--- src/hw/rtl/espar_pkg.sv ---
package espar_pkg;

   // Default sizes handed to the top level parameters
   localparam int unsigned DEF_NUM_SA      = 16;
   localparam int unsigned DEF_WINDOW_BITS = 32;

   // Fixed field widths
   localparam int unsigned SA_INDEX_W  = 4;
   localparam int unsigned SEQ_W       = 32;
   localparam int unsigned WIN_SIZE_W  = 6;
   localparam int unsigned VERDICT_W   = 3;
   localparam int unsigned CSR_INDEX_W = 1;
   localparam int unsigned CSR_DATA_W  = 32;

   // Configuration register indexes
   localparam logic [CSR_INDEX_W-1:0] REG_WINDOW_SIZE   = 1'd0;
   localparam logic [CSR_INDEX_W-1:0] REG_START_COUNTER = 1'd1;

   // Register reset values
   localparam logic [WIN_SIZE_W-1:0] WINDOW_SIZE_RST   = 6'd32;
   localparam logic [SEQ_W-1:0]      START_COUNTER_RST = 32'd1;

   // Verdict codes
   localparam logic [VERDICT_W-1:0] VERDICT_NEWER = 3'd0;
   localparam logic [VERDICT_W-1:0] VERDICT_OOO   = 3'd1;
   localparam logic [VERDICT_W-1:0] VERDICT_ROLL  = 3'd2;
   localparam logic [VERDICT_W-1:0] VERDICT_ZERO  = 3'd3;
   localparam logic [VERDICT_W-1:0] VERDICT_OLD   = 3'd4;
   localparam logic [VERDICT_W-1:0] VERDICT_DUP   = 3'd5;

   typedef struct packed {
      logic [SA_INDEX_W-1:0] sa_index;
      logic [SEQ_W-1:0]      seq_number;
   } req_payload_type;

   typedef struct packed {
      logic                 accept;
      logic [VERDICT_W-1:0] verdict;
   } rsp_payload_type;

endpackage

--- src/hw/rtl/espar_ram.sv ---
module espar_ram #(
   parameter int unsigned WIDTH = 8,
   parameter int unsigned DEPTH = 16,
   localparam int unsigned AddrW = (DEPTH > 1) ? $clog2(DEPTH) : 1
) (
   input  logic             clock,
   input  logic             wr_en,
   input  logic [AddrW-1:0] wr_addr,
   input  logic [WIDTH-1:0] wr_data,
   input  logic [AddrW-1:0] rd_addr,
   output logic [WIDTH-1:0] rd_data
);

   logic [WIDTH-1:0] mem_ff [DEPTH];
   logic [WIDTH-1:0] rd_data_ff;

   // One write port, one registered read port (read returns old data on collision)
   always_ff @(posedge clock) begin
      if (wr_en) begin
         mem_ff[wr_addr] <= wr_data;
      end
      rd_data_ff <= mem_ff[rd_addr];
   end

   assign rd_data = rd_data_ff;

endmodule

--- src/hw/rtl/espar_check.sv ---
module espar_check #(
   parameter int unsigned WINDOW_BITS = espar_pkg::DEF_WINDOW_BITS
) (
   input  logic [espar_pkg::SEQ_W-1:0]      seq_number,
   input  logic [espar_pkg::SEQ_W-1:0]      last_seq,
   input  logic [WINDOW_BITS-1:0]           seen_map,
   input  logic [espar_pkg::SEQ_W-1:0]      start_counter,
   input  logic [espar_pkg::WIN_SIZE_W-1:0] window_size,
   output espar_pkg::rsp_payload_type       result,
   output logic [espar_pkg::SEQ_W-1:0]      last_seq_nxt,
   output logic [WINDOW_BITS-1:0]           seen_map_nxt
);

   // Shift amounts stay below the window, which is at most WINDOW_BITS
   localparam int unsigned ShW = $clog2(WINDOW_BITS + 1);
   localparam logic [WINDOW_BITS-1:0] MapOne = WINDOW_BITS'(1);

   logic [espar_pkg::SEQ_W-1:0] win;
   logic [espar_pkg::SEQ_W-1:0] up_gap;
   logic [espar_pkg::SEQ_W-1:0] dn_gap;
   logic                        borrow;
   logic                        newer;
   logic [WINDOW_BITS-1:0]      seen_shr;

   // Window saturates at the bitmap width
   always_comb begin
      if (32'(window_size) > 32'(WINDOW_BITS)) begin
         win = espar_pkg::SEQ_W'(WINDOW_BITS);
      end else begin
         win = espar_pkg::SEQ_W'(window_size);
      end
   end

   // Distance to the highest accepted number, both directions
   assign {borrow, up_gap} = {1'b0, seq_number} - {1'b0, last_seq};
   assign newer            = !borrow && (up_gap != '0);
   assign dn_gap           = last_seq - seq_number;
   assign seen_shr         = seen_map >> dn_gap[ShW-1:0];

   // Decision order: zero, rollover, newer, older
   always_comb begin
      last_seq_nxt   = last_seq;
      seen_map_nxt   = seen_map;
      result.accept  = 1'b0;
      result.verdict = espar_pkg::VERDICT_ZERO;
      if (seq_number == '0) begin
         result.verdict = espar_pkg::VERDICT_ZERO;
      end else if (seq_number == start_counter && last_seq != start_counter) begin
         seen_map_nxt   = '0;
         last_seq_nxt   = seq_number;
         result.accept  = 1'b1;
         result.verdict = espar_pkg::VERDICT_ROLL;
      end else if (newer) begin
         if (up_gap < win) begin
            seen_map_nxt = (seen_map << up_gap[ShW-1:0]) | MapOne;
         end else begin
            seen_map_nxt = MapOne;
         end
         last_seq_nxt   = seq_number;
         result.accept  = 1'b1;
         result.verdict = espar_pkg::VERDICT_NEWER;
      end else if (dn_gap >= win) begin
         result.verdict = espar_pkg::VERDICT_OLD;
      end else if (seen_shr[0]) begin
         result.verdict = espar_pkg::VERDICT_DUP;
      end else begin
         seen_map_nxt   = seen_map | (MapOne << dn_gap[ShW-1:0]);
         result.accept  = 1'b1;
         result.verdict = espar_pkg::VERDICT_OOO;
      end
   end

endmodule

--- src/hw/rtl/esp_anti_replay_window.sv ---
// ESP anti-replay window check, one verdict per request.
// Request channel (req_*): security association index and sequence number.
// Response channel (rsp_*): accept flag and verdict code. Both channels use
// valid/stall; a transfer happens on a clock edge with valid high, stall low.
// CSR port: csr_wr_en writes window_size (index 0) or start_counter
// (index 1) at the clock edge; the user must write only while no request is
// in flight, as the block itself does not enforce it. A request taken passes
// the check stage, then the response register; a receiver stall holds it.
// Throughput: one request per cycle while req_stall is low; per-association
// state sits in a RAM with a registered read, and the last write is forwarded
// so back-to-back requests to the same association see up-to-date state.
// Reset: synchronous, active high. Control and configuration registers go to
// their reset values, then a clearing pass writes zero to every association
// in turn, with req_stall held high. CSR writes are taken during the pass.
// Receiver stall: the response register holds; one more request may sit in
// the check stage, after which req_stall rises until rsp_stall drops.
module esp_anti_replay_window #(
   parameter int unsigned NUM_SA      = espar_pkg::DEF_NUM_SA,
   parameter int unsigned WINDOW_BITS = espar_pkg::DEF_WINDOW_BITS
) (
   input  logic                              clock,
   input  logic                              reset,
   input  logic                              req_valid,
   output logic                              req_stall,
   input  espar_pkg::req_payload_type        req_payload,
   output logic                              rsp_valid,
   input  logic                              rsp_stall,
   output espar_pkg::rsp_payload_type        rsp_payload,
   input  logic                              csr_wr_en,
   input  logic [espar_pkg::CSR_INDEX_W-1:0] csr_index,
   input  logic [espar_pkg::CSR_DATA_W-1:0]  csr_wdata
);

   localparam int unsigned SaW    = (NUM_SA > 1) ? $clog2(NUM_SA) : 1;
   localparam int unsigned StateW = espar_pkg::SEQ_W + WINDOW_BITS;
   localparam int unsigned NumIdx = 2 ** espar_pkg::SA_INDEX_W;
   localparam logic [SaW-1:0] LastSa = SaW'(NUM_SA - 1);

   // Configuration registers
   logic [espar_pkg::WIN_SIZE_W-1:0] window_size_ff;
   logic [espar_pkg::SEQ_W-1:0]      start_counter_ff;

   // Clearing pass
   logic           clear_ff, clear_in;
   logic [SaW-1:0] clr_addr_ff, clr_addr_in;

   // Check stage
   logic                        s1_valid_ff, s1_valid_in;
   logic [SaW-1:0]              s1_addr_ff;
   logic [espar_pkg::SEQ_W-1:0] s1_seq_ff;
   logic                        s1_go;
   logic                        s1_hold;
   logic                        commit;

   // Last RAM write, forwarded to the check stage
   logic              wr_valid_ff, wr_valid_in;
   logic [SaW-1:0]    wr_addr_ff;
   logic [StateW-1:0] wr_data_ff;

   // Response register
   logic                       rsp_valid_ff, rsp_valid_in;
   espar_pkg::rsp_payload_type rsp_payload_ff;

   logic                         req_accept;
   logic [SaW-1:0]               req_addr;
   logic [NumIdx-1:0][SaW-1:0]   sa_tbl;

   logic              ram_wr_en;
   logic [SaW-1:0]    ram_wr_addr;
   logic [StateW-1:0] ram_wr_data;
   logic [SaW-1:0]    ram_rd_addr;
   logic [StateW-1:0] ram_rd_data;

   logic [StateW-1:0]             state_cur;
   logic [StateW-1:0]             state_nxt;
   logic [espar_pkg::SEQ_W-1:0]   last_seq_nxt;
   logic [WINDOW_BITS-1:0]        seen_map_nxt;
   espar_pkg::rsp_payload_type    check_result;

   // Association index wraps modulo NUM_SA: constant lookup table
   for (genvar i = 0; i < NumIdx; i++) begin : g_sa_tbl
      localparam int unsigned Wrapped = i % NUM_SA;
      assign sa_tbl[i] = SaW'(Wrapped);
   end
   assign req_addr = sa_tbl[req_payload.sa_index];

   // Handshake
   assign s1_go      = !rsp_valid_ff || !rsp_stall;
   assign s1_hold    = s1_valid_ff && !s1_go;
   assign commit     = s1_valid_ff && s1_go;
   assign req_stall  = clear_ff || s1_hold;
   assign req_accept = req_valid && !req_stall;

   // Configuration writes
   always_ff @(posedge clock) begin
      if (reset) begin
         window_size_ff   <= espar_pkg::WINDOW_SIZE_RST;
         start_counter_ff <= espar_pkg::START_COUNTER_RST;
      end else if (csr_wr_en) begin
         case (csr_index)
            espar_pkg::REG_WINDOW_SIZE: begin
               window_size_ff <= csr_wdata[espar_pkg::WIN_SIZE_W-1:0];
            end
            espar_pkg::REG_START_COUNTER: begin
               start_counter_ff <= csr_wdata[espar_pkg::SEQ_W-1:0];
            end
            default: begin
            end
         endcase
      end
   end

   // Clearing pass sequencing
   always_comb begin
      clear_in    = clear_ff;
      clr_addr_in = clr_addr_ff;
      if (clear_ff) begin
         clr_addr_in = clr_addr_ff + SaW'(1);
         if (clr_addr_ff == LastSa) begin
            clear_in = 1'b0;
         end
      end
   end

   // Pipeline control next values
   assign s1_valid_in  = s1_hold || req_accept;
   assign wr_valid_in  = commit || wr_valid_ff;
   assign rsp_valid_in = commit || (rsp_valid_ff && rsp_stall);

   always_ff @(posedge clock) begin
      if (reset) begin
         clear_ff     <= 1'b1;
         clr_addr_ff  <= '0;
         s1_valid_ff  <= 1'b0;
         wr_valid_ff  <= 1'b0;
         rsp_valid_ff <= 1'b0;
      end else begin
         clear_ff     <= clear_in;
         clr_addr_ff  <= clr_addr_in;
         s1_valid_ff  <= s1_valid_in;
         wr_valid_ff  <= wr_valid_in;
         rsp_valid_ff <= rsp_valid_in;
      end
   end

   // Payload registers
   always_ff @(posedge clock) begin
      if (req_accept) begin
         s1_addr_ff <= req_addr;
         s1_seq_ff  <= req_payload.seq_number;
      end
      if (commit) begin
         wr_addr_ff     <= s1_addr_ff;
         wr_data_ff     <= state_nxt;
         rsp_payload_ff <= check_result;
      end
   end

   // State RAM ports; a held request re-reads its own entry
   assign ram_rd_addr = s1_hold ? s1_addr_ff : req_addr;
   assign ram_wr_en   = clear_ff || commit;
   assign ram_wr_addr = clear_ff ? clr_addr_ff : s1_addr_ff;
   assign ram_wr_data = clear_ff ? '0 : state_nxt;

   espar_ram #(
      .WIDTH (StateW),
      .DEPTH (NUM_SA)
   ) u_state_ram (
      .clock   (clock),
      .wr_en   (ram_wr_en),
      .wr_addr (ram_wr_addr),
      .wr_data (ram_wr_data),
      .rd_addr (ram_rd_addr),
      .rd_data (ram_rd_data)
   );

   // Forward the most recent write when it hits the same association
   assign state_cur = (wr_valid_ff && wr_addr_ff == s1_addr_ff) ? wr_data_ff : ram_rd_data;

   espar_check #(
      .WINDOW_BITS (WINDOW_BITS)
   ) u_check (
      .seq_number    (s1_seq_ff),
      .last_seq      (state_cur[StateW-1:WINDOW_BITS]),
      .seen_map      (state_cur[WINDOW_BITS-1:0]),
      .start_counter (start_counter_ff),
      .window_size   (window_size_ff),
      .result        (check_result),
      .last_seq_nxt  (last_seq_nxt),
      .seen_map_nxt  (seen_map_nxt)
   );

   assign state_nxt = {last_seq_nxt, seen_map_nxt};

   assign rsp_valid   = rsp_valid_ff;
   assign rsp_payload = rsp_payload_ff;

endmodule
--- config.mk ---
export PLATFORM = sky130hd
export DESIGN_NAME = esp_anti_replay_window
export DESIGN_NICKNAME = d
export VERILOG_FILES = /design/src/hw/rtl/espar_pkg.sv /design/src/hw/rtl/espar_ram.sv /design/src/hw/rtl/espar_check.sv /design/src/hw/rtl/esp_anti_replay_window.sv
export SDC_FILE = /design/constraint.sdc
export NUM_CORES = 2
export LEC_CHECK = 0
export ABC_AREA = 1
export BUFFER_PORTS_ARGS = -buffer_cell sky130_fd_sc_hd__buf_4
export CAP_MARGIN = 20
export CORE_MARGIN = 10
export CORE_UTILIZATION = 30
export CTS_CLUSTER_SIZE = 20
export DETAILED_ROUTE_END_ITERATION = 12
export GPL_ROUTABILITY_DRIVEN = 1
export PLACE_DENSITY = 0.53
export SLEW_MARGIN = 0
export SYNTH_ARGS = -nofsm -noshare
export SYNTH_HDL_FRONTEND = slang
export SYNTH_SLANG_ARGS = --single-unit
--- constraint.sdc ---
create_clock -name clock -period 4.7 [get_ports clock]
set_input_delay 0.47 -clock clock [delete_from_list [all_inputs] [get_ports clock]]
set_output_delay 0.47 -clock clock [all_outputs]
set_load 0.05 [all_outputs]
==> qor.yml <==
run_status:
  status: "finished with violations"
  violations: "setup timing"
logic_synthesis:
  avgSynthCellArea_um2: 10.6
  synth_fa_ha_area_frac: 0.0167
  synthMuxAreaShare: 0.000179
  syn_nets: 5386
  synth.distinct_cells: 52
  yosysTopAreaCell: "edfxtp_1"
  synth.area.top_cells: "edfxtp_1, o21ai_0, nor2_1, nand2_1, dfxtp_1"
  synthesis.area_um2: 55800
  synth_compound_area_frac: 0.140
  synth-seq-cells: 1242
  seq_area_frac_synth: 0.649
  async_flop_share: 0
  yosys_warnings: 0
  synth_ff_type: "edfxtp_1"
  synth-simple-area-share: 0.137
  synth_xor_area_frac: 0.0114
  synth_edf_count: 1132
  synth_top_family_by_area: "compound AO/OA/AOI/OAI gates"
  synth_top_area_share: 0.610
  syn_inst: 5238
worst_hold_path:
  min_from: "csr_wdata[20]"
  hp-class: "primary input to register"
placement:
  place.gp.congestion: 0.991
  dp_hpwl_um: 117000
  dp_slack_ns: -0.741
  port_buffers: 79
global_route:
  grt_max_degree: 189
  grt.overflow.total: 0
  grt_usage: 0.182
  first_global_vias: 42111
  antenna_found_initial: 2
  grt_pass1_wl_um: 283000
setup_path:
  cp_max_fo: 16
  cp-start-kind: "register"
  critPathTopFamily: "simple AND/OR/NAND/NOR gates"
  worstSetupStartpoint: "s1_addr_ff[0]"
  critical_path_required_ns: 5.36
  end_kind: "register"
  r2r_start: "s1_addr_ff[0]"
  max_stage_delay_ns: 0.44
  crit_slowest_cell: "edfxtp_1"
  path_class: "register to register"
  cp_common_cell: "nand2_2"
  worst-path-buf-inv: 8
  cp.arrival_ns: 5.47
cells_and_area:
  nFillCells: 17872
  layout_common_cells: "edfxtp_1, o21ai_0, nor2_1"
  seq_area_um2: 36200
  area_delta_synth_final_pct: 29.4
  layout_commonest_cell: "edfxtp_1"
  final_layout_size_suffix_gt1_frac: 0.226
  multi_input_comb_area_um2: 19400
  finalNetCount: 5976
  final_core_util: 0.390
pwr:
  p_leak_nw: 27.7
  power_density_nw_per_um2: 373
  vdd_ir_drop_max_mv: 0.379
sta:
  fin_worst_skew_ns: 0.0278
  min_period_ns: 4.81
  finalSetupTns_ns: -24.61
  max_slew_margin: 0.341
  setup_slack_ns: -0.113
  setup_viol: 757
  rsz0062_at_grt: "yes"
  max_freq_mhz: 208
  period_share: 1.02
  hold_viol_final: 0
  worst_slew_pin_slew_ns: 0.987
  finalMaxSlewViolations: 0
clocking:
  cts_tree: "built"
  numCtsBuffers: 132
  clk_latency_ns: 0.81
  clk_root_buffer_cell: "clkbuf_16"
  cts.sink_count: 1242
  cts.path.max_buffers: 3
  h-tree-depth: 4
  clkTransAtPathRegs_ns: 0.06
routing:
  drc: 0
  drt-vias-per-instance: 5.20
  wl_per_cell_um: 23.0
  ant_nets: 0
  vias: 43766
  drt_iter0_drc: 4364
  first_pass_iters: 6
  wl_um: 193000
flow_run:
  drv_cap: 0
floorplan:
  die_y_um: 451
  die_w_um: 451
  dieArea_um2: 204000
  core_area_um2: 185000
  ioPinCount: 80
  start_util: 0.301
  fp-row-count: 158
## sequential cells by signal, summed over array words and instances (netlist names)
register             count
u_state_ram.mem_ff    1024
u_state_ram.rd_data     64
wr_data_ff              64
s1_seq_ff               32
start_counter_ff        32
window_size_ff           6
clr_addr_ff              4
rsp_payload              4
s1_addr_ff               4
wr_addr_ff               4
clear_ff                 1
rsp_valid                1
s1_valid_ff              1
wr_valid_ff              1
## area by class of cell
cell class / instances / share of cell area
inverter: 339 / 0.0181
timing repair buffer: 776 / 0.109
clock buffer: 176 / 0.0496
sequential: 1242 / 0.502
multi-input combinational: 3337 / 0.269
clock inverter: 67 / 0.00976
antenna: 1 / 0.0000347
tap: 2480 / 0.0430
## path summary, 6_finish.rpt
check                                            endpoint  slack, ns  depth (start not counted)
worst min register to register          window_size_ff[0]       0.48                          2
worst max register to register  u_state_ram.mem_ff[14][1]      -0.11                         30
worst min-delay path                 start_counter_ff[20]       0.03                          3
worst max-delay path            u_state_ram.mem_ff[14][1]      -0.11                         30
## logic make-up (layout without fill, tap and decap cells)
logic type / count (synthesis) / count (layout)
multiplexers: 1 / 1
XOR/XNOR: 71 / 71
adder cells (fa/ha/maj): 74 / 74
AO/OA/AOI/OAI: 1321 / 1321
AND/OR/NAND/NOR: 1868 / 1870
buffers and inverters: 661 / 1358
other: 0 / 1
flip-flops: 1242 / 1242
## layer usage
layer | global-route usage | vias to the layer above | part of all wire
met5 | 0 | - | 0
met3 | 0.0311 | 322 | 0.066
met2 | 0.292 | 1581 | 0.46
met4 | 0.0583 | 0 | 0.031
met1 | 0.250 | 21856 | 0.44
li1 | - | 20007 | -
## metrics by stage
step	total power [mW]	cells	area (µm²)	hold WS, ns
final	26.9	8418	72200	0.0293
after global routing	27.9	8418	72200	0.0483
after CTS	26.9	8381	70900	0.00155
after detailed placement	16.2	8013	64000	0.463
after global placement	16.2	8013	64000	0.463
after floorplan	14.5	5238	56100	0.441
## synth_stat cells (2+ instances only)
cell and number:
edfxtp_1 1132, nor2_1 769, o21ai_0 728, nand2_1 709, inv_1 324, clkbuf_1 280
nand3_1 267, o221ai_1 197, a21oi_1 148, dfxtp_1 110, ha_1 73, o211ai_1 71
o22ai_1 69, xor2_1 59, nor3_1 48, a31oi_1 44, o21ai_1 22, buf_2 20
nor4_1 20, nand4_1 19, buf_1 16, or2_2 16, o21a_1 13, xnor2_1 10
a221oi_1 9, inv_2 9, buf_6 6, clkinv_1 6, a21o_1 5, nand2_2 5
a211oi_1 3, nand2_4 3, nand3_2 3, o2111ai_1 3, a21boi_0 2, nand3b_1 2
nor2_4 2, xor2_2 2
## report_power, final
part | total, mW | switching [mW] | internal, mW
Sequential | 12.3 | 0.108 | 12.2
Combinational | 4.24 | 2.64 | 1.60
Clock | 10.4 | 4.50 | 5.88
Total | 26.9 | 7.24 | 19.7
## timing repair
action	CTS	global route
setup buffers	50	35
hold endpoints to repair	67	0
pin swaps	50	101
resized for setup	327	197
hold buffers	61	0
endpoints found under the setup margin	1091	1091
cloned	14	3
## worst register-to-register path: cells and delay by family (launching register included)
family          cells  cell delay [ns]
compound gates      4             0.54
xor+xnor            1             0.23
simple gates       16             1.81
fa+ha+maj           1             0.32
flops               1             0.44
buf+inv             8             1.29
Note: power is estimated with default switching activity, not from simulation.
